File: src/sv/rgco_pkg.sv
// ----------------------------------------------------------------------------
// rgco_pkg: shared types and constants for the risk grid cost overlay
// Holds the register map, the configuration bundle and the records that pass
// between the pipeline stages.
// ----------------------------------------------------------------------------
`default_nettype none

package rgco_pkg;

   // Map and grid extents in cells.
   localparam int unsigned MAP_DIM  = 4096;
   localparam int unsigned GRID_DIM = 1024;

   // Cost codes.
   localparam logic [7:0] MAX_RISK_COST = 8'd252;
   localparam logic [7:0] UNKNOWN_COST  = 8'd255;
   localparam logic [7:0] MIN_RISK_COST = 8'd1;

   // Configuration port geometry.
   localparam int unsigned CSR_ADDR_W = 3;
   localparam int unsigned CSR_DATA_W = 26;

   // Register indexes.
   typedef enum logic [CSR_ADDR_W-1:0] {
      REG_COS_YAW    = 3'd0,
      REG_SIN_YAW    = 3'd1,
      REG_ORIGIN_X   = 3'd2,
      REG_ORIGIN_Y   = 3'd3,
      REG_CELL_RATIO = 3'd4,
      REG_COST_GAIN  = 3'd5,
      REG_WINDOW_MIN = 3'd6,
      REG_WINDOW_MAX = 3'd7
   } reg_index_type;

   // Register reset values.
   localparam logic [15:0] COS_YAW_RESET    = 16'd16384;
   localparam logic [15:0] SIN_YAW_RESET    = 16'd0;
   localparam logic [20:0] ORIGIN_RESET     = 21'd0;
   localparam logic [15:0] CELL_RATIO_RESET = 16'd256;
   localparam logic [11:0] COST_GAIN_RESET  = 12'd645;
   localparam logic [25:0] WINDOW_MIN_RESET = 26'd0;
   localparam logic [25:0] WINDOW_MAX_RESET = 26'd33558528;

   // Configuration bundle seen by every stage.
   typedef struct packed {
      logic [15:0] cos_yaw;
      logic [15:0] sin_yaw;
      logic [20:0] origin_x_cells;
      logic [20:0] origin_y_cells;
      logic [15:0] cell_ratio;
      logic [11:0] cost_gain;
      logic [25:0] window_min;
      logic [25:0] window_max;
   } cfg_type;

   // Input item.
   typedef struct packed {
      logic [7:0] existing_cost;
      logic [7:0] risk_value;
      logic [9:0] grid_row;
      logic [9:0] grid_col;
   } item_type;

   // After scaling: cell centre times ratio, clamped cost.
   typedef struct packed {
      logic        ok;
      logic [26:0] a;
      logic [26:0] b;
      logic [7:0]  risk_cost;
      logic [7:0]  existing_cost;
   } s1_type;

   // After rotation products (units of 2^-23 map cells).
   typedef struct packed {
      logic               ok;
      logic signed [43:0] a_cos;
      logic signed [43:0] b_sin;
      logic signed [43:0] a_sin;
      logic signed [43:0] b_cos;
      logic [7:0]         risk_cost;
      logic [7:0]         existing_cost;
   } s2_type;

   // After translation and flooring.
   typedef struct packed {
      logic        in_map;
      logic [11:0] fx;
      logic [11:0] fy;
      logic [7:0]  risk_cost;
      logic [7:0]  existing_cost;
   } s3_type;

   // Result item.
   typedef struct packed {
      logic        write_cost;
      logic [7:0]  merged_cost;
      logic [11:0] map_row;
      logic [11:0] map_col;
   } result_type;

endpackage

`default_nettype wire

File: src/sv/rgco_place.sv
// ----------------------------------------------------------------------------
// rgco_place: third pipeline stage
// Adds the origin, floors to map cells and checks the map bounds.
// ----------------------------------------------------------------------------
`default_nettype none

module rgco_place import rgco_pkg::*; (
   input  wire logic    clock,
   input  wire logic    reset,
   input  wire cfg_type cfg,
   input  wire logic    in_valid,
   output logic         in_ready,
   input  wire s2_type  in_data,
   output logic         out_valid,
   input  wire logic    out_ready,
   output s3_type       out_data
);

   logic        valid_ff;
   s3_type      data_ff;
   s3_type      data_in;
   logic [45:0] ox_ext;
   logic [45:0] oy_ext;
   logic [45:0] sx;
   logic [45:0] sy;
   logic        x_ok;
   logic        y_ok;

   assign in_ready = !valid_ff || out_ready;

   // Two's complement sums in 46 bits; the origin moves to 2^-23 units.
   always_comb begin
      ox_ext = {{10{cfg.origin_x_cells[20]}}, cfg.origin_x_cells, 15'd0};
      oy_ext = {{10{cfg.origin_y_cells[20]}}, cfg.origin_y_cells, 15'd0};
      sx = ox_ext + {{2{in_data.a_cos[43]}}, in_data.a_cos}
                  - {{2{in_data.b_sin[43]}}, in_data.b_sin};
      sy = oy_ext + {{2{in_data.a_sin[43]}}, in_data.a_sin}
                  + {{2{in_data.b_cos[43]}}, in_data.b_cos};
      // Non-negative and floored below the map extent.
      x_ok = !sx[45] && ({9'd0, sx[45:23]} < 32'(MAP_DIM));
      y_ok = !sy[45] && ({9'd0, sy[45:23]} < 32'(MAP_DIM));

      data_in.in_map        = in_data.ok && x_ok && y_ok;
      data_in.fx            = sx[34:23];
      data_in.fy            = sy[34:23];
      data_in.risk_cost     = in_data.risk_cost;
      data_in.existing_cost = in_data.existing_cost;
   end

   // Stage register.
   always_ff @(posedge clock) begin
      if (reset) begin
         valid_ff <= 1'b0;
      end else if (in_ready) begin
         valid_ff <= in_valid;
      end
      if (in_ready && in_valid) begin
         data_ff <= data_in;
      end
   end

   assign out_valid = valid_ff;
   assign out_data  = data_ff;

endmodule

`default_nettype wire

File: config.mk
export PLATFORM = sky130hd
export DESIGN_NAME = rgco_place
export DESIGN_NICKNAME = d
export VERILOG_FILES = /design/src/sv/rgco_pkg.sv /design/src/sv/rgco_place.sv
export SDC_FILE = /design/constraint.sdc
export NUM_CORES = 1
export LEC_CHECK = 0
export ABC_AREA = 0
export BUFFER_PORTS_ARGS = -buffer_cell sky130_fd_sc_hd__clkbuf_2
export CAP_MARGIN = 40
export CORE_AREA = 2 2 154 156
export DETAILED_ROUTE_END_ITERATION = 8
export DIE_AREA = 0 0 156 158
export SLEW_MARGIN = 40
export SYNTH_ARGS = -nofsm -noshare
export SYNTH_HDL_FRONTEND = slang
export SYNTH_SLANG_ARGS = --single-unit
export TNS_END_PERCENT = 10
File: constraint.sdc
create_clock -name clock -period 11.1 [get_ports clock]
set_input_delay 2.22 -clock clock [delete_from_list [all_inputs] [get_ports clock]]
set_output_delay 2.22 -clock clock [all_outputs]
set_load 0.02 [all_outputs]
# After elaboration in Yosys (flattened, before gate mapping)
# Cells that the tools add are included.
# word_totals
register_bits	42
in_bits	351
out_inout_bits	43
elab_cells	21
# op_classes
add_sub_neg	4
order_cmp	2
reduce_logical	9
# ops
cell	count
36-bit by 44-bit adder with 45-bit output	2
45-bit by 44-bit adder with 46-bit output	1
23-bit by 13-bit less-than comparator with 1-bit output, second input constant	2
45-bit by 44-bit subtractor with 46-bit output	1
1-bit logical AND	5
1-bit zero test	3
1-bit logical OR	1

# Depth between registers and ports, before layout
# logic_depth
depth_word	6
mapped_depth	15
mapped_depth_nobuf	14

# Least setup slack after synthesis
# OpenSTA, ideal clock, no wires.
# synth_path
path_type	in2reg
startpoint	input cfg[121] in the netlist's numbering
endpoint	register data_ff, in the netlist out_data[40], data pin
setup_time_ns	0.168
arrival_time_ns	5.694
required_ns	10.932
slack_ns	5.238
stages	14
path_buffers	0
path_cell_list	inv_1 -> fa_1 -> inv_1 -> ha_1 -> a21oi_2 -> o221ai_1 -> nor4_1 -> o221ai_1 -> a2111o_1 -> a211o_1 -> a211oi_2 -> nand4_1 -> or4_4 -> nor4b_4
# synth_rtl
item	line_no	rtl
start, declared	rgco_place.sv:10	input wire cfg_type cfg,
end signal, assigned	rgco_place.sv:58	data_ff <= data_in;
end, declared	rgco_place.sv:20	s3_type data_ff;

==> metrics.md <==
| Metric | Value |
|---|---|
| Result of the run | finished clean |
| Average detailed-routed wire length per instance | about 15 µm |
| Largest cells by area after synthesis | ha_1 (19%), edfxtp_1 (16%), fa_1 (16%) |
| Cell with the most instances after synthesis | inv_1 |
| EDFF count, synth | 41 |
| Buffer type at the clock tree root | clkbuf_16 |
| Via count of the first global-routing pass | 6649 |
| Iteration-0 DRC Markers | 271 |
| Area growth from synthesis to final layout | 24.9% |
| Setup slack at placement | 4.69 ns |
| R2R setup slack | between 9 and 10 ns |
| Cells on worst reg2reg path | 2 |
| Most frequently used flop master after synthesis | edfxtp_1 |
| Die span in y | approximately 160 µm |
| IR Drop Worst-Case VDD | 64.1 µV |
| Distinct cells, synth | 83 |
| CP Data Arrival Time | 6.18 ns |
| Setup repair after global routing missed its margin | no |
| TritonCTS clock tree | done |
| Count of non-filler cells in the finished layout | 1431 |
| Worst flop-to-flop path startpoint | out_valid$_SDFFE_PP0N_ |
| Wire length after detailed routing | 21600 µm |
| Hold endpoint | out_valid$_SDFFE_PP0N_ |
| Fin crit share | between 50% and 60% |
| First-pass iteration count of the detailed router | 5 |
| Worst Max-Slew Pin Slew | 0.750 ns |
| Count of final hold-check violations | 0 |
| Slew headroom | 49.3% |
| Maximum number of pins on one net before global-route repair | 42 |
| Instance count of the mapped netlist | 861 |
| Leak Pwr | 4.86 nW |
| Initial antenna violation count | 3 |
| Cell taking the most area after synthesis | ha_1 |
| Global-route usage over all layers | ~17% |
| First-pass GRT wire length | 33300 µm |
| Max-cap viol count | 0 |
| Total inserted antenna cells | 0 |
| Worst endpoint required time | 11.23 ns |
| Kind of start point of the critical path | input pin |
| # clock sinks | 42 |
| Hold Startpoint | out_valid$_SDFFE_PP0N_ |
| Endpoint of the worst register-to-register path | out_data[12]$_DFFE_PP_ |
| Starting density of the core | 32.4% |
| Standard-cell row count | 56 |
| Worst-path maximum fanout | 9 |
| Number of buffers inserted by port buffering | 281 |
| Number of remaining DRC errors | 0 |
| Portion of the post-synthesis area used by sequential elements | 16.7% |
| Vias/cell | 5.00 |
| PnR worst setup slack | between 5 and 6 ns |
| Endpoint type of the worst setup path | flop |
| Async set or reset register ratio after synthesis | 0% |
| Die W | 156 µm |
| Area enclosed by the die boundary | 0.0246 mm² |
| Maximum clock path buffer count | 2 |
| Final GP Congestion | around 0.85 |
| WS Path Type | in2reg |
| Buffers inserted by post-CTS timing repair | 0 |
| Vias post-DR | 7162 |
| Total Negative Setup Slacks | 0 ns |
| Setup Viol. Count Final | 0 |
| Count of yosys warnings during synthesis | 0 |
| Final Skew | 0.00986 ns |
| Total clock buffers created by CTS | 5 |
| Mean area per synthesized cell | 8.68 µm² |
| Antenna violation net count after detailed routing | 0 |
| Fraction of layout instances using a drive strength above 1 | 27.8% |
| Total number of nets in the final design | ~1700 |
| Deepest level of the CTS H-tree | 2 |
| Total global routing overflow | 0 |
| Fill count | 2399 |
| Most frequent cells after synthesis | inv_1 (155), ha_1 (114), a21oi_1 (76), fa_1 (58), nand2_1 (53) |
| Flop and latch count out of synthesis | 42 |
| CTS clock-pin slew for the worst setup and hold paths | around 0.070 ns |
| Pwr Density | about 110 mW/mm² |
| Number of hold-repair buffers added at the cts stage | 0 |
| Min cycle time layout | a little over 6 ns |
| Max Fclk | 165 MHz |
| Cell count after placement | 1423 |
| Count of final max-slew check failures | 0 |
| Post-synthesis net count | between 1000 and 1500 |
| Floorplan Core Area | 0.0231 mm² |
| Number of instances resized during post-cts repair | 0 |
| Share of Yosys cell area claimed by the top area cell type | 19.1% |
| Worst min-delay path class | reg2reg |
| Placed wire-length estimate after detailed placement | about 19000 µm |
| I/O Pins | 394 |
| Cell count of the worst hold path | 2 |
| Latest clock arrival within the worst-skew pair | 0.29 ns |
| Post-synthesis instance area | 0.00747 mm² |
[final cells by class]
type	instances	area (µm²)	area share [%]
flip-flops and latches	42	1250	13.4
well taps	290	363	3.89
clock buffers	7	143	1.53
multi-input cells	655	5590	59.8
repair buffers	281	1410	15.1
inverters	155	582	6.23
clock inverters	1	8.76	0.0938
[power breakdown]
group	internal (mW)	switching (mW)	total [mW]	leakage, nW
clock	0.0907	0.0667	0.157	0.0745
sequential	0.216	0.00916	0.226	0.405
combinational	0.274	0.406	0.680	4.38
total	0.581	0.482	1.06	4.86
[cells by family after synthesis]
family / count (synthesis) / synth area share (%)
fa+ha+maj: 172 / 34.6
xor+xnor: 28 / 3.28
buf+inv: 164 / 8.57
mux: 7 / 0.971
simple gates: 210 / 14.6
flops: 42 / 16.7
compound gates: 238 / 21.2
[critical path, cell delays in order]
cell and delay (ns):
clkbuf_2 0.07, inv_1 0.24, fa_1 0.61, inv_1 0.04, ha_1 0.41, a21oi_2 0.22
o221ai_1 0.12, nor4_1 0.32, o221ai_1 0.18, a2111o_1 0.42, a211o_1 0.25, a211oi_2 0.19
nand4_1 0.11, or4_4 0.53, nor4b_4 0.24
[cells in the final DEF, fill, tap and decap left out, drive strengths merged, types with 5 or more instances in the layout]
cell type	Yosys	routed
nor2	40	40
nand2	53	53
o31ai	6	6
a31oi	11	11
nand3	29	29
nand4	17	17
mux2i	5	5
o21ai	47	47
o211ai	8	8
xor2	9	9
fa	58	58
edfxtp	41	41
a21o	25	25
clkbuf	5	288
o21bai	10	10
nor4	5	5
a21oi	79	79
a211oi	6	6
xnor2	19	19
and3	10	10
ha	114	114
inv	155	156
nor3	20	20
nand2b	6	6
[per-stage QoR]
stage	utilization, %	area (µm²)	power (mW)	hold slack (ns)
finish	40.5	9340	1.06	0.540
global route	40.5	9340	1.16	0.561
CTS	40.5	9340	1.07	0.538
detailed placement	39.9	9190	0.908	0.528
global placement	39.9	9190	0.902	0.516
floorplan	-	7470	0.704	0.729
[worst max-delay path by stage]
stage                   from                endpoint  slack, ns  depth (start not counted)
global placement    cfg[121]  out_data[40]$_DFFE_PP_       4.69                         15
global route        cfg[121]  out_data[40]$_DFFE_PP_       4.75                         15
detailed placement  cfg[121]  out_data[40]$_DFFE_PP_       4.69                         15
floorplan           cfg[121]  out_data[40]$_DFFE_PP_       5.24                         14
finish              cfg[121]  out_data[40]$_DFFE_PP_       5.05                         15
CTS                 cfg[121]  out_data[40]$_DFFE_PP_       4.99                         15
[registers in the layout (all words and copies together) (netlist names)]
register,flops
out_data,41
out_valid,1
[routing by layer]
layer  GRT usage (%)  vias up  part of all wire, %
li1                -     3635                    -
met4            1.57        6                 0.48
met1            22.7     3257                   46
met5               0        -                 0.19
met3            4.41       18                  7.7
met2            28.6      246                   46
No activity file was read; power rests on OpenSTA's default activity.
