==> src/sv/rgco_pkg.sv <==
// ----------------------------------------------------------------------------
// rgco_pkg: shared types and constants for the risk grid cost overlay
// Holds the register map, the configuration bundle and the records that pass
// between the pipeline stages.
// ----------------------------------------------------------------------------
`default_nettype none

package rgco_pkg;

   // Map and grid extents in cells.
   localparam int unsigned MAP_DIM  = 4096;
   localparam int unsigned GRID_DIM = 1024;

   // Cost codes.
   localparam logic [7:0] MAX_RISK_COST = 8'd252;
   localparam logic [7:0] UNKNOWN_COST  = 8'd255;
   localparam logic [7:0] MIN_RISK_COST = 8'd1;

   // Configuration port geometry.
   localparam int unsigned CSR_ADDR_W = 3;
   localparam int unsigned CSR_DATA_W = 26;

   // Register indexes.
   typedef enum logic [CSR_ADDR_W-1:0] {
      REG_COS_YAW    = 3'd0,
      REG_SIN_YAW    = 3'd1,
      REG_ORIGIN_X   = 3'd2,
      REG_ORIGIN_Y   = 3'd3,
      REG_CELL_RATIO = 3'd4,
      REG_COST_GAIN  = 3'd5,
      REG_WINDOW_MIN = 3'd6,
      REG_WINDOW_MAX = 3'd7
   } reg_index_type;

   // Register reset values.
   localparam logic [15:0] COS_YAW_RESET    = 16'd16384;
   localparam logic [15:0] SIN_YAW_RESET    = 16'd0;
   localparam logic [20:0] ORIGIN_RESET     = 21'd0;
   localparam logic [15:0] CELL_RATIO_RESET = 16'd256;
   localparam logic [11:0] COST_GAIN_RESET  = 12'd645;
   localparam logic [25:0] WINDOW_MIN_RESET = 26'd0;
   localparam logic [25:0] WINDOW_MAX_RESET = 26'd33558528;

   // Configuration bundle seen by every stage.
   typedef struct packed {
      logic [15:0] cos_yaw;
      logic [15:0] sin_yaw;
      logic [20:0] origin_x_cells;
      logic [20:0] origin_y_cells;
      logic [15:0] cell_ratio;
      logic [11:0] cost_gain;
      logic [25:0] window_min;
      logic [25:0] window_max;
   } cfg_type;

   // Input item.
   typedef struct packed {
      logic [7:0] existing_cost;
      logic [7:0] risk_value;
      logic [9:0] grid_row;
      logic [9:0] grid_col;
   } item_type;

   // After scaling: cell centre times ratio, clamped cost.
   typedef struct packed {
      logic        ok;
      logic [26:0] a;
      logic [26:0] b;
      logic [7:0]  risk_cost;
      logic [7:0]  existing_cost;
   } s1_type;

   // After rotation products (units of 2^-23 map cells).
   typedef struct packed {
      logic               ok;
      logic signed [43:0] a_cos;
      logic signed [43:0] b_sin;
      logic signed [43:0] a_sin;
      logic signed [43:0] b_cos;
      logic [7:0]         risk_cost;
      logic [7:0]         existing_cost;
   } s2_type;

   // After translation and flooring.
   typedef struct packed {
      logic        in_map;
      logic [11:0] fx;
      logic [11:0] fy;
      logic [7:0]  risk_cost;
      logic [7:0]  existing_cost;
   } s3_type;

   // Result item.
   typedef struct packed {
      logic        write_cost;
      logic [7:0]  merged_cost;
      logic [11:0] map_row;
      logic [11:0] map_col;
   } result_type;

endpackage

`default_nettype wire

==> src/sv/rgco_merge.sv <==
// ----------------------------------------------------------------------------
// rgco_merge: fourth pipeline stage and output register
// Applies the update window and merges the new cost with the existing one.
// ----------------------------------------------------------------------------
`default_nettype none

module rgco_merge import rgco_pkg::*; (
   input  wire logic    clock,
   input  wire logic    reset,
   input  wire cfg_type cfg,
   input  wire logic    in_valid,
   output logic         in_ready,
   input  wire s3_type  in_data,
   output logic         out_valid,
   input  wire logic    out_ready,
   output result_type   out_data
);

   logic        valid_ff;
   result_type  data_ff;
   result_type  data_in;
   logic [12:0] min_col;
   logic [12:0] min_row;
   logic [12:0] max_col;
   logic [12:0] max_row;
   logic        win_ok;
   logic        do_write;

   assign in_ready = !valid_ff || out_ready;

   // Window test on 13-bit corner fields and the cost merge.
   always_comb begin
      min_col = cfg.window_min[12:0];
      min_row = cfg.window_min[25:13];
      max_col = cfg.window_max[12:0];
      max_row = cfg.window_max[25:13];
      win_ok  = ({1'b0, in_data.fx} >= min_col) && ({1'b0, in_data.fx} < max_col) &&
                ({1'b0, in_data.fy} >= min_row) && ({1'b0, in_data.fy} < max_row);
      do_write = in_data.in_map && win_ok &&
                 ((in_data.existing_cost == UNKNOWN_COST) ||
                  (in_data.risk_cost > in_data.existing_cost));

      data_in.write_cost  = do_write;
      data_in.map_col     = do_write ? in_data.fx : 12'd0;
      data_in.map_row     = do_write ? in_data.fy : 12'd0;
      data_in.merged_cost = do_write ? in_data.risk_cost : in_data.existing_cost;
   end

   // Output register.
   always_ff @(posedge clock) begin
      if (reset) begin
         valid_ff <= 1'b0;
      end else if (in_ready) begin
         valid_ff <= in_valid;
      end
      if (in_ready && in_valid) begin
         data_ff <= data_in;
      end
   end

   assign out_valid = valid_ff;
   assign out_data  = data_ff;

endmodule

`default_nettype wire

==> config.mk <==
export PLATFORM = sky130hd
export DESIGN_NAME = rgco_merge
export DESIGN_NICKNAME = d
export VERILOG_FILES = /design/src/sv/rgco_pkg.sv /design/src/sv/rgco_merge.sv
export SDC_FILE = /design/constraint.sdc
export NUM_CORES = 1
export LEC_CHECK = 0
export ABC_AREA = 1
export ABC_CLOCK_PERIOD_IN_PS = 2700
export BUFFER_PORTS_ARGS = -buffer_cell sky130_fd_sc_hd__buf_4
export CAP_MARGIN = 20
export CORE_MARGIN = 5
export CORE_UTILIZATION = 41
export DETAILED_ROUTE_END_ITERATION = 7
export GPL_TIMING_DRIVEN = 1
export PLACE_DENSITY = 0.82
export SYNTH_ARGS = -nofsm -noshare
export SYNTH_HDL_FRONTEND = slang
export SYNTH_SLANG_ARGS = --single-unit
==> constraint.sdc <==
create_clock -name clock -period 2.7 [get_ports clock]
set_input_delay 0.135 -clock clock [delete_from_list [all_inputs] [get_ports clock]]
set_output_delay 0.135 -clock clock [all_outputs]
set_load 0.01 [all_outputs]
# Word-level counts from Yosys, hierarchy flattened
# Index checks and enable logic that the tools add are counted.
# totals
reg_bits	34
out_inout_bits	35
wordCells	21
# op_classes
n_lt_le_gt_ge	5
eq_ne	1
muxes	1
reduce_logical	9
# ops
operator	count
greater-or-equal comparator 12 x 13 -> 1 bit	2
< comparator 12 x 13 -> 1 bit	2
== test 8 bit (second input constant)	1
greater-than comparator 8 bit	1
2-to-1 mux 8 bit	1
logical AND 1 bit	6
logical OR 1 bit	2
zero test 1 bit	1

# Longest topological paths before layout
# logic_depth
depth_word	7
mapped_depth	15
mapped_depth_nobuf	14

# Worst setup path after synthesis
# Ideal clock, no wire load.
# synth_timing
kind	reg-to-reg
from	register valid_ff (netlist: out_valid)
to	register data_ff, in the netlist out_data[0], enable pin
setup_ns	0.434
arrival_time_ns	2.006
required_ns	2.266
path_slack_ns	0.259
stages_incl_launch_ff	2
n_path_buf	0
period_less_slack_ns	2.441
path_cell_list	dfxtp_1 > a21oi_1
# synth_via
elab_chain_cells	3
# synth_lines
element	line	text
from (decl)	rgco_merge.sv:19	logic valid_ff;
from (signal assigned)	rgco_merge.sv:54	valid_ff <= in_valid;
zero test 1 bit	rgco_merge.sv:29	assign in_ready = !valid_ff || out_ready;
logical OR 1 bit	rgco_merge.sv:29	
logical AND 1 bit	rgco_merge.sv:56	if (in_ready && in_valid) begin
to (signal assigned)	rgco_merge.sv:57	data_ff <= data_in;
to (decl)	rgco_merge.sv:20	result_type data_ff;
# Every way passes these cells.
# A chain may end at the register's enable or synchronous reset.

# Worst setup path in the final report
# layout_timing
from	input cfg[4] in the netlist's numbering
to	register data_ff, in the netlist out_data[21], data pin
# layout_via
elab_chain_cells	6
# layout_lines
element	line	text
from (decl)	rgco_merge.sv:10	input wire cfg_type cfg,
< comparator 12 x 13 -> 1 bit	rgco_merge.sv:37	win_ok = ({1'b0, in_data.fx} >= min_col) && ({1'b0, in_data.fx} < max_col) &&
logical AND 1 bit (2 in a row)	rgco_merge.sv:37	
logical AND 1 bit	rgco_merge.sv:38	({1'b0, in_data.fy} >= min_row) && ({1'b0, in_data.fy} < max_row);
logical AND 1 bit (2 in a row)	rgco_merge.sv:39	do_write = in_data.in_map && win_ok &&
# Every way passes these cells.

==> results.sh <==
export IMPL_critPathMostFrequentCell="nand2_1"
export IMPL_min_period_over_period_pct=71.2
export IMPL_crit_path_start_kind="primary input"
export IMPL_mostFrequentLayoutCells="buf_4, inv_1, nand2_1, ha_1, edfxtp_1"
export IMPL_die_h_um=96.7
export IMPL_cp_data_arrival_time_ns=2.07
export IMPL_cp_depth=13
export IMPL_worst_setup_path_end_kind="register"
export IMPL_cts_tree="done"
export IMPL_clock_sinks=34
export IMPL_die_area_sq_um=9360
export IMPL_synth_nets=652
export IMPL_synth_distinct_cells=25
export IMPL_start_util_pct=42.3
export IMPL_whs_path_depth=3
export IMPL_grt_max_degree=34
export IMPL_drive_gt1_share_pct=31.1
export IMPL_worst_ir_drop_vdd_uv=210
export IMPL_p_int_w=0.00110
export IMPL_leakagePower_nw=2.46
export IMPL_slew_viol_final=0
export IMPL_ff2ff_setup_slack_ns=1.16
export IMPL_avgSynthCellArea_sq_um=7.73
export IMPL_r2r_cells=1
export IMPL_pwr_share_comb_pct=29.4
export IMPL_vias=2888
export IMPL_fillCellCount=660
export IMPL_slowest_delay_ns=0.38
export IMPL_path_clk_slew_ns=0.07
export IMPL_synthCells=399
export IMPL_worstSkewPairLatency_ns=0.28
export IMPL_ys_warn_count=0
export IMPL_crit_chain="buf_4, inv_1, ha_1, nand2_1, inv_1, nand2_1, nand3_1, nand2_1, nand2_1, nor2_1, nand4_4, buf_4, nor2_2"
export IMPL_post_dp_cell_area_sq_um=4180
export IMPL_power_density_nw_per_um2=356
export IMPL_antenna_found_initial=0
export IMPL_io_pins=234
export IMPL_synth_top_area_share_pct=32.1
export IMPL_fin_setup_tns_ns=0
export IMPL_num_rows=31
export IMPL_max_freq_mhz=520
export IMPL_first_pass_iters=4
export IMPL_clock_skew_ns=0.00400
export IMPL_vias_per_cell=4.54
export IMPL_regArea_sq_um=1010
export IMPL_cp_required_ns=2.85
export IMPL_crit_type="primary input to register"
export IMPL_swShare_pct=28.0
export IMPL_h_tree_depth=2
export IMPL_antennaDiodeCount=0
export IMPL_ant_nets=0
export IMPL_setup_violations=0
export IMPL_final_area_sq_um=4300
export IMPL_total_power_w=0.00153
export IMPL_route_detailed_drc=0
export IMPL_netlist_top_cells_area="edfxtp_1, ha_1, inv_1"
export IMPL_rsz0062_at_grt="no"
export IMPL_cts_made_buffers=5
export IMPL_syn_area_sq_um=3080
export IMPL_die_x_um=96.7
export IMPL_root_buffer="clkbuf_8"
export IMPL_drt_iter0_markers=55
export IMPL_hpwlAfterDp_um=6750
export IMPL_final_common_cell="buf_4"
export IMPL_grt_pass1_wl_um=13200
export IMPL_final_core_util_pct=59.0
export IMPL_port_buffers=131
export IMPL_core_sq_um=7290
export IMPL_clockPowerShare_pct=30.2
export IMPL_final_nets=789
export IMPL_ys_ff_latch=34
export IMPL_cp_slowest_cell="nand4_4"
export IMPL_multi_input_area_sq_um=1630
export IMPL_cts_buffer_depth=2
export IMPL_cap_viol_max_count=0
export IMPL_path_buf_inv=4
export IMPL_seq_area_frac_synth_pct=32.8
export IMPL_cp_max_fo=22
export IMPL_period_minus_slack_ns=1.92
export IMPL_max_slew_margin_pct=33.1
export IMPL_first_global_vias=3021
export IMPL_postCtsSetupRepairBufs=0
export IMPL_outcome="finished clean"
export IMPL_wl_per_cell_um=12.2
export IMPL_worst_pin_slew_ns=1.00
export IMPL_area_growth_pct=39.4
export IMPL_drt_wl_total_um=7780
export IMPL_hold_class="primary input to register"
export IMPL_hold_viol_final=0
export IMPL_gp_congestion=0.833
export IMPL_synth_top_area_cell="edfxtp_1"
export IMPL_power_frac_seq_pct=40.3
export IMPL_p_switching_w=0.000429
export IMPL_critPathTopFamily="simple AND/OR/NAND/NOR gates"
export IMPL_grt_overflow=0
export IMPL_grt_usage_pct=16.7
==> cell usage after synthesis <==
cell type and count:
a21boi_1 1, a21oi_1 17, a21oi_2 1, buf_6 3
dfxtp_1 1, edfxtp_1 33, ha_1 54, inv_1 113
nand2_1 93, nand2_2 1, nand3_1 13, nand3_2 1
nand3_4 1, nand3b_1 1, nand4_1 14, nand4_4 1
nor2_1 22, nor2_2 18, nor2_4 2, nor3_1 3
nor3_2 1, nor4_1 1, o21a_1 1, o21ai_0 2
o21bai_1 1
==> power groups by stage <==
stage / sequential, W / combinational (W) / clock [W]
after floorplan: 0.000644 / 0.000214 / 0
after global placement: 0.000628 / 0.000434 / 0
after detailed placement: 0.000630 / 0.000454 / 0
after CTS: 0.000618 / 0.000456 / 0.000477
after global routing: 0.000620 / 0.000515 / 0.000506
final: 0.000618 / 0.000451 / 0.000464
==> final cells by class <==
class                   instances  area share (%)
repair buffers                133            23.3
clock buffers                   5            1.60
multi-input cells             249            37.8
well taps                      99            2.88
flip-flops and latches         34            23.5
inverters                     113            9.86
clock inverters                 3            1.05
==> state kept, by name, summed over array words and instances (netlist names) <==
signal	count
out_data	33
out_valid	1
==> kinds of logic (layout without fill, tap and decap cells) <==
family                     after synthesis  count (layout)  synth area share (%)
AOI/OAI and AO/OA                       23              23                  4.10
adders and majority gates               54              54                  21.9
and+or+nand+nor                        172             172                  26.4
DFF                                     34              34                  32.8
buffers and inverters                  116             254                  14.8
==> worst paths after layout <==
kind | from | to
setup / recovery | cfg[4] | out_data[21]
hold / removal | in_data[6] | out_data[30]
setup reg to reg | out_valid | out_data[1]
hold reg to reg | out_valid | out_valid
==> per-layer routing <==
metal	share of wire, %	wire [um]	global-route usage, %	vias up
li1	-	-	-	1526
met1	42	3290	19.8	1258
met2	49	3840	29.8	98
met5	0	0	0	-
met3	7.9	618	5.54	6
met4	0.44	34	2.92	0
==> through the flow <==
stage                     hold slack [ns]  std cells  setup slack (ns)
after floorplan                     0.204        399             0.259
after global placement              0.292        627             0.480
after detailed placement            0.294        627             0.454
after CTS                           0.124        636             0.733
after global routing                0.136        636             0.629
final                               0.133        636             0.777
==> repair_timing <==
action                    4_1_cts  5_1_grt
hold buffers                    1        0
hold endpoints to repair        1        0
gates resized for setup         0        0
(Power assumes the default switching activity.)
