[src/sv/rgco_pkg.sv]
// ----------------------------------------------------------------------------
// rgco_pkg: shared types and constants for the risk grid cost overlay
// Holds the register map, the configuration bundle and the records that pass
// between the pipeline stages.
// ----------------------------------------------------------------------------
`default_nettype none

package rgco_pkg;

   // Map and grid extents in cells.
   localparam int unsigned MAP_DIM  = 4096;
   localparam int unsigned GRID_DIM = 1024;

   // Cost codes.
   localparam logic [7:0] MAX_RISK_COST = 8'd252;
   localparam logic [7:0] UNKNOWN_COST  = 8'd255;
   localparam logic [7:0] MIN_RISK_COST = 8'd1;

   // Configuration port geometry.
   localparam int unsigned CSR_ADDR_W = 3;
   localparam int unsigned CSR_DATA_W = 26;

   // Register indexes.
   typedef enum logic [CSR_ADDR_W-1:0] {
      REG_COS_YAW    = 3'd0,
      REG_SIN_YAW    = 3'd1,
      REG_ORIGIN_X   = 3'd2,
      REG_ORIGIN_Y   = 3'd3,
      REG_CELL_RATIO = 3'd4,
      REG_COST_GAIN  = 3'd5,
      REG_WINDOW_MIN = 3'd6,
      REG_WINDOW_MAX = 3'd7
   } reg_index_type;

   // Register reset values.
   localparam logic [15:0] COS_YAW_RESET    = 16'd16384;
   localparam logic [15:0] SIN_YAW_RESET    = 16'd0;
   localparam logic [20:0] ORIGIN_RESET     = 21'd0;
   localparam logic [15:0] CELL_RATIO_RESET = 16'd256;
   localparam logic [11:0] COST_GAIN_RESET  = 12'd645;
   localparam logic [25:0] WINDOW_MIN_RESET = 26'd0;
   localparam logic [25:0] WINDOW_MAX_RESET = 26'd33558528;

   // Configuration bundle seen by every stage.
   typedef struct packed {
      logic [15:0] cos_yaw;
      logic [15:0] sin_yaw;
      logic [20:0] origin_x_cells;
      logic [20:0] origin_y_cells;
      logic [15:0] cell_ratio;
      logic [11:0] cost_gain;
      logic [25:0] window_min;
      logic [25:0] window_max;
   } cfg_type;

   // Input item.
   typedef struct packed {
      logic [7:0] existing_cost;
      logic [7:0] risk_value;
      logic [9:0] grid_row;
      logic [9:0] grid_col;
   } item_type;

   // After scaling: cell centre times ratio, clamped cost.
   typedef struct packed {
      logic        ok;
      logic [26:0] a;
      logic [26:0] b;
      logic [7:0]  risk_cost;
      logic [7:0]  existing_cost;
   } s1_type;

   // After rotation products (units of 2^-23 map cells).
   typedef struct packed {
      logic               ok;
      logic signed [43:0] a_cos;
      logic signed [43:0] b_sin;
      logic signed [43:0] a_sin;
      logic signed [43:0] b_cos;
      logic [7:0]         risk_cost;
      logic [7:0]         existing_cost;
   } s2_type;

   // After translation and flooring.
   typedef struct packed {
      logic        in_map;
      logic [11:0] fx;
      logic [11:0] fy;
      logic [7:0]  risk_cost;
      logic [7:0]  existing_cost;
   } s3_type;

   // Result item.
   typedef struct packed {
      logic        write_cost;
      logic [7:0]  merged_cost;
      logic [11:0] map_row;
      logic [11:0] map_col;
   } result_type;

endpackage

`default_nettype wire

[src/sv/rgco_rotate.sv]
// ----------------------------------------------------------------------------
// rgco_rotate: second pipeline stage
// Multiplies the scaled centre by the cosine and sine of the grid rotation.
// ----------------------------------------------------------------------------
`default_nettype none

module rgco_rotate import rgco_pkg::*; (
   input  wire logic    clock,
   input  wire logic    reset,
   input  wire cfg_type cfg,
   input  wire logic    in_valid,
   output logic         in_ready,
   input  wire s1_type  in_data,
   output logic         out_valid,
   input  wire logic    out_ready,
   output s2_type       out_data
);

   logic               valid_ff;
   s2_type             data_ff;
   logic signed [27:0] a_s;
   logic signed [27:0] b_s;
   logic signed [15:0] cs;
   logic signed [15:0] sn;

   assign in_ready = !valid_ff || out_ready;

   // Signed operands for the four rotation products.
   assign a_s = $signed({1'b0, in_data.a});
   assign b_s = $signed({1'b0, in_data.b});
   assign cs  = $signed(cfg.cos_yaw);
   assign sn  = $signed(cfg.sin_yaw);

   // Stage register with the products.
   always_ff @(posedge clock) begin
      if (reset) begin
         valid_ff <= 1'b0;
      end else if (in_ready) begin
         valid_ff <= in_valid;
      end
      if (in_ready && in_valid) begin
         data_ff.ok            <= in_data.ok;
         data_ff.a_cos         <= a_s * cs;
         data_ff.b_sin         <= b_s * sn;
         data_ff.a_sin         <= a_s * sn;
         data_ff.b_cos         <= b_s * cs;
         data_ff.risk_cost     <= in_data.risk_cost;
         data_ff.existing_cost <= in_data.existing_cost;
      end
   end

   assign out_valid = valid_ff;
   assign out_data  = data_ff;

endmodule

`default_nettype wire

[config.mk]
export PLATFORM = sky130hd
export DESIGN_NAME = rgco_rotate
export DESIGN_NICKNAME = d
export VERILOG_FILES = /design/src/sv/rgco_pkg.sv /design/src/sv/rgco_rotate.sv
export SDC_FILE = /design/constraint.sdc
export NUM_CORES = 2
export LEC_CHECK = 0
export BUFFER_PORTS_ARGS = -buffer_cell sky130_fd_sc_hd__buf_2
export CAP_MARGIN = 20
export CORE_ASPECT_RATIO = 0.75
export CORE_MARGIN = 2
export CORE_UTILIZATION = 55
export DETAILED_ROUTE_END_ITERATION = 10
export PLACE_DENSITY = 0.73
export SETUP_SLACK_MARGIN = 0.15
export SYNTH_ARGS = -nofsm -noshare
export SYNTH_HDL_FRONTEND = slang
export SYNTH_SLANG_ARGS = --single-unit
[constraint.sdc]
create_clock -name clock -period 7.3 [get_ports clock]
set_input_delay 0.73 -clock clock [delete_from_list [all_inputs] [get_ports clock]]
set_output_delay 0.73 -clock clock [all_outputs]
set_load 0.01 [all_outputs]
=== Word-level counts from Yosys, hierarchy flattened ===
Index checks and enable logic that the tools add are counted.

* Register bits after elaboration: 194
* Latch bits: 0
* Memory bits (writable): 0
* Memory bits (read-only): 0
* Bits of input ports: 229
* Output and inout bits: 195
* Memories kept: 0

* $add $sub $neg: 0
* $mul: 4
* Divide/modulo/power cells: 0
* Magnitude comparators: 0
* Equal/unequal tests: 0
* Shift operators: 0
* Mux-type cells: 0
* Bitwise operators: 0
* Reduce and logical (&&, ||, !) cells: 3

{| class="wikitable"
|+ Operators by type and width
! operator !! count
|-
| $mul 28x16->44 || 4
|-
| $logic_and 1x1->1 || 1
|-
| $logic_not 1->1 || 1
|-
| $logic_or 1x1->1 || 1
|}

=== Depth between registers and ports, before layout ===
* Word-level depth: 3
* Mapped depth: 25
* Gate-level depth less buffers: 23

=== Worst setup path before layout ===
No wires, ideal clock.

* Path kind: input port to flip-flop
* From: in cfg[123] (netlist bit)
* To: reg data_ff (netlist bit out_data[141]) (data pin)
* Library setup time: 0.258 ns
* Data arrival time: 6.436 ns
* Data required time: 7.042 ns
* Path slack: 0.606 ns
* Stages: 24
* Buffers on the path: 3
* Cell sequence: clkbuf_1 clkbuf_1 nand2_1 fa_1 inv_1 fa_1 inv_1 fa_1 inv_1 fa_1 fa_1 inv_1 fa_1 inv_1 ha_1 clkbuf_1 a21o_1 a31oi_1 nor2_1 a2111oi_2 nand3_1 a221oi_2 o21ai_1 xnor2_1

* Word-level cells in the longest chain between the ends: 1

{| class="wikitable"
|+ RTL lines
! item !! RTL line !! text
|-
| start, declared || rgco_rotate.sv:10 || <nowiki>input wire cfg_type cfg,</nowiki>
|-
| $mul 28x16->44 || rgco_rotate.sv:44 || <nowiki>data_ff.b_sin <= b_s * sn;</nowiki>
|-
| end, declared || rgco_rotate.sv:20 || <nowiki>s2_type data_ff;</nowiki>
|}

Every way passes these cells.
A chain may end at the register's enable or synchronous reset.

=== Worst setup path in the final report ===
* From: in cfg[139] (netlist bit)
* To: reg data_ff (netlist bit out_data[58]) (data pin)

* Word-level cells in the longest chain between the ends: 1

{| class="wikitable"
|+ RTL lines
! item !! RTL line !! text
|-
| $mul 28x16->44 || rgco_rotate.sv:46 || <nowiki>data_ff.b_cos <= b_s * cs;</nowiki>
|}

Every way passes these cells.

==> impl_metrics.prom <==
# TYPE chip_impl_metric gauge
chip_impl_metric{name="slew_viol_final",unit=""} 0
chip_impl_metric{name="cts_hold_buffers",unit=""} 0
chip_impl_info{name="hp_class",value="input port to register"} 1
chip_impl_metric{name="routed_vias_inst",unit=""} 5.395
chip_impl_metric{name="initial_core_util",unit="%"} 55.39
chip_impl_metric{name="design_area",unit="mm2"} 0.06957
chip_impl_metric{name="std_cell_core_area",unit="mm2"} 0.1157
chip_impl_metric{name="dr.pass1.iters",unit=""} 5
chip_impl_metric{name="cts.sinks",unit=""} 194
chip_impl_metric{name="synth.area.mux_share",unit="%"} 0.03125
chip_impl_metric{name="die_w",unit="um"} 398.1
chip_impl_metric{name="cts-resized-gates",unit=""} 0
chip_impl_info{name="clockRootBuffer",value="sky130_fd_sc_hd__clkbuf_16"} 1
chip_impl_info{name="crit_path_cell_trace",value="buf_2 > buf_4 > nand2_1 > fa_1 > fa_1 > fa_1 > inv_1 > fa_1 > fa_1 > inv_1 > fa_1 > inv_1 > ha_1 > a211oi_2 > o21bai_1 > or4_4 > o211a_4 > o22ai_4 > o21ai_2 > o41ai_2 > xnor2_1"} 1
chip_impl_metric{name="die-height",unit="um"} 299.6
chip_impl_metric{name="clk_transition_reported_paths",unit="ns"} 0.09
chip_impl_info{name="setup_repair_after_global_routing_missed_its_margin",value="false"} 1
chip_impl_metric{name="required",unit="ns"} 7.59
chip_impl_metric{name="post-place-cells",unit=""} 8859
chip_impl_metric{name="cell_count_after_synthesis",unit=""} 7083
chip_impl_metric{name="grt_pass1_wl",unit="um"} 266200
chip_impl_metric{name="routed-via-count",unit=""} 48010
chip_impl_metric{name="place_congestion",unit=""} 0.9908
chip_impl_metric{name="final_layout_size_suffix_gt1_share",unit="%"} 9.577
chip_impl_metric{name="yosysWarnings",unit=""} 0
chip_impl_metric{name="dpl.hpwl",unit="um"} 134200
chip_impl_metric{name="preCtsSetupSlack",unit="ns"} -0.06777
chip_impl_metric{name="nNetsFinal",unit=""} 9535
chip_impl_metric{name="drt_iter0_drcs",unit=""} 3712
chip_impl_metric{name="core.rowCount",unit=""} 108
chip_impl_metric{name="final.period_utilization",unit="%"} 94.61
chip_impl_metric{name="synth_simple_gate_area_share",unit="%"} 16.29
chip_impl_metric{name="setup_slack",unit="ns"} 0.3935
chip_impl_metric{name="worst_path_largest_cell_delay",unit="ns"} 0.54
chip_impl_info{name="layout.cells.most_common_list",value="sky130_fd_sc_hd__inv_1 (1722), sky130_fd_sc_hd__fa_1 (1392), sky130_fd_sc_hd__nand2_1 (984)"} 1
chip_impl_metric{name="synth_edf_count",unit=""} 193
chip_impl_metric{name="dieArea",unit="mm2"} 0.1193
chip_impl_metric{name="finalClockSkew",unit="ns"} 0.01159
chip_impl_metric{name="hold_viol",unit=""} 0
chip_impl_metric{name="grt_util_met1",unit="%"} 41.64
chip_impl_info{name="clock_tree_from_tritoncts",value="yes"} 1
chip_impl_info{name="status",value="complete, no violations"} 1
chip_impl_info{name="critPathKind",value="input port to register"} 1
chip_impl_metric{name="max_cap_viol_count",unit=""} 0
chip_impl_metric{name="totalWireLength",unit="um"} 161600
chip_impl_info{name="critical-path-top-cell-by-count",value="sky130_fd_sc_hd__fa_1"} 1
chip_impl_metric{name="post_synth.cell_area_avg",unit="um2"} 9.045
chip_impl_metric{name="instances_no_fill",unit=""} 8898
chip_impl_metric{name="vias_in_the_first_global_route",unit=""} 50020
chip_impl_metric{name="buffer_ports.inserted",unit=""} 301
chip_impl_metric{name="grt_overflow",unit=""} 0
chip_impl_metric{name="worstMarginPinSlew",unit="ns"} 1.058
chip_impl_metric{name="placed_area",unit="mm2"} 0.06898
chip_impl_metric{name="gr-usage-all-layers",unit="%"} 28.52
chip_impl_metric{name="ff_latch_area",unit="mm2"} 0.005816
chip_impl_metric{name="synth_cell_types",unit=""} 85
chip_impl_info{name="main_combinational_cell_family_by_area_after_synthesis",value="adder cells"} 1
chip_impl_metric{name="setup-violations-final",unit=""} 0
chip_impl_metric{name="share_of_async_settable_or_async_resettable_flops_after_synthesis",unit="%"} 0
chip_impl_metric{name="yosys.area_share.xor_xnor",unit="%"} 2.064
chip_impl_metric{name="post-route-drc-count",unit=""} 0
chip_impl_metric{name="syn-num-nets",unit=""} 9280
chip_impl_metric{name="seq_total_area_yosys",unit="%"} 9.077
chip_impl_metric{name="antenna_left",unit=""} 0
chip_impl_metric{name="cts.path.max_buffers",unit=""} 2
chip_impl_metric{name="cts-htree-levels",unit=""} 4
chip_impl_metric{name="synth_adder_area_share",unit="%"} 54.74
chip_impl_metric{name="cts_inserted_buffers",unit=""} 17
chip_impl_metric{name="grt_start_max_net_pins",unit=""} 104
chip_impl_metric{name="syn2layout_area_growth",unit="%"} 8.587
chip_impl_metric{name="synth.cell_area",unit="mm2"} 0.06407
chip_impl_metric{name="globalRouteMet2Util",unit="%"} 43.47
chip_impl_metric{name="timing.critical_path.arrival",unit="ns"} 7.20
chip_impl_metric{name="max-slew-margin-rel",unit="%"} 29.46
chip_impl_info{name="worst_setup_path_start_kind",value="input port"} 1
chip_impl_metric{name="layout_min_cycle_time",unit="ns"} 6.906
chip_impl_metric{name="fin_worst_hold_slack",unit="ns"} 0.3210
chip_impl_metric{name="ioPinCount",unit=""} 424
chip_impl_metric{name="later_pin_clock_latency_in_the_skew_report",unit="ns"} 0.57
chip_impl_info{name="global_route.peak_usage_layer",value="met2"} 1
chip_impl_metric{name="fmax",unit="MHz"} 144.8
chip_impl_metric{name="worst-path-max-fanout",unit=""} 15
chip_impl_metric{name="synth-compound-area-share",unit="%"} 5.318
chip_impl_info{name="synthFlopType",value="sky130_fd_sc_hd__edfxtp_1"} 1
chip_impl_info{name="commonest_non_fill_non_tap_cell_in_the_layout",value="sky130_fd_sc_hd__inv_1"} 1
chip_impl_metric{name="grt_antenna_before_repair",unit=""} 13
chip_impl_info{name="crit_path_top_delay_cell",value="sky130_fd_sc_hd__fa_1"} 1
chip_impl_metric{name="postSynthRegisterBits",unit=""} 194
chip_impl_info{name="endpoint_kind",value="register"} 1
chip_impl_metric{name="post-cts-setup-buffer-count",unit=""} 0
chip_impl_metric{name="fillCellCount",unit=""} 10140
chip_impl_metric{name="use_met3",unit="%"} 6.431
chip_impl_metric{name="avgRoutedWirePerCell",unit="um"} 18.17
chip_impl_metric{name="multiInputGateArea",unit="mm2"} 0.05026
synthesized netlist by cell type, types with 23 or more instances:
cell                       count  area [um2]
sky130_fd_sc_hd__a211oi_1     23       172.7
sky130_fd_sc_hd__a21o_1       64       480.5
sky130_fd_sc_hd__a21oi_1     148       740.7
sky130_fd_sc_hd__and2_1      757        4736
sky130_fd_sc_hd__clkbuf_1    369        1385
sky130_fd_sc_hd__edfxtp_1    193        5796
sky130_fd_sc_hd__fa_1       1392       27870
sky130_fd_sc_hd__ha_1        576        7207
sky130_fd_sc_hd__inv_1      1722        6464
sky130_fd_sc_hd__nand2_1     984        3694
sky130_fd_sc_hd__nand2b_1     47       294.0
sky130_fd_sc_hd__nand3_1      46       230.2
sky130_fd_sc_hd__nand4_1      31       193.9
sky130_fd_sc_hd__nor2_1      170       638.1
sky130_fd_sc_hd__nor3_1       27       135.1
sky130_fd_sc_hd__o21ai_0      78       390.4
sky130_fd_sc_hd__o21bai_1     29       217.7
sky130_fd_sc_hd__xnor2_1     104       910.9
sky130_fd_sc_hd__xor2_1       47       411.6
cell families after synthesis:
| group | after synthesis |
|---|---|
| DFF | 194 |
| adders and majority gates | 1968 |
| muxes | 2 |
| xor gates and xnor gates | 151 |
| buffers and inverters | 2124 |
| AOI/OAI and AO/OA | 506 |
| and+or+nand+nor | 2138 |
routing by layer:
metal | vias to the layer above | part of all wire, %
met5 | - | 0.051
met4 | 14 | 2.1
met3 | 185 | 9.3
met2 | 1834 | 45
met1 | 24550 | 44
li1 | 21430 | -
area by class of cell:
class | count | area share, %
repair buffers | 638 | 6.485
flip-flops and latches | 194 | 8.359
diodes | 7 | 0.02518
inverters | 1722 | 9.291
well taps | 1540 | 2.770
clock buffers | 17 | 0.6115
multi-input cells | 4765 | 72.25
clock inverters | 15 | 0.2068
path summary, 6_finish.rpt:
check | slack [ns] | endpoint | cells past startpoint | startpoint
worst max register to register | 5.13 | out_data[132] | 3 | out_valid
worst min register to register | 0.52 | out_valid | 2 | out_valid
worst max-delay path | 0.39 | out_data[58] | 21 | cfg[139]
worst min-delay path | 0.32 | out_valid | 2 | reset
state kept, by name, indices dropped and copies added, names as in the netlist:
register,flops
out_data,193
out_valid,1
metrics by stage:
stage | TNS [ns] | utilization, %
detailed placement | -0.09454 | 59.64
global placement | 0 | 59.64
finish | 0 | 60.14
floorplan | 0 | -
CTS | 0 | 60.13
global route | 0 | 60.14
critical path, delay by kind of cell:
family / cells / cell delay, ns
AND/OR/NAND/NOR: 2 / 0.54
AO/OA/AOI/OAI: 6 / 1.54
XOR/XNOR: 1 / 0.15
buffers and inverters: 5 / 0.82
adder cells (fa/ha/maj): 7 / 3.38
Power is not shown: default switching activity piles up to over one toggle a cycle in this logic, so the estimate is an artifact.
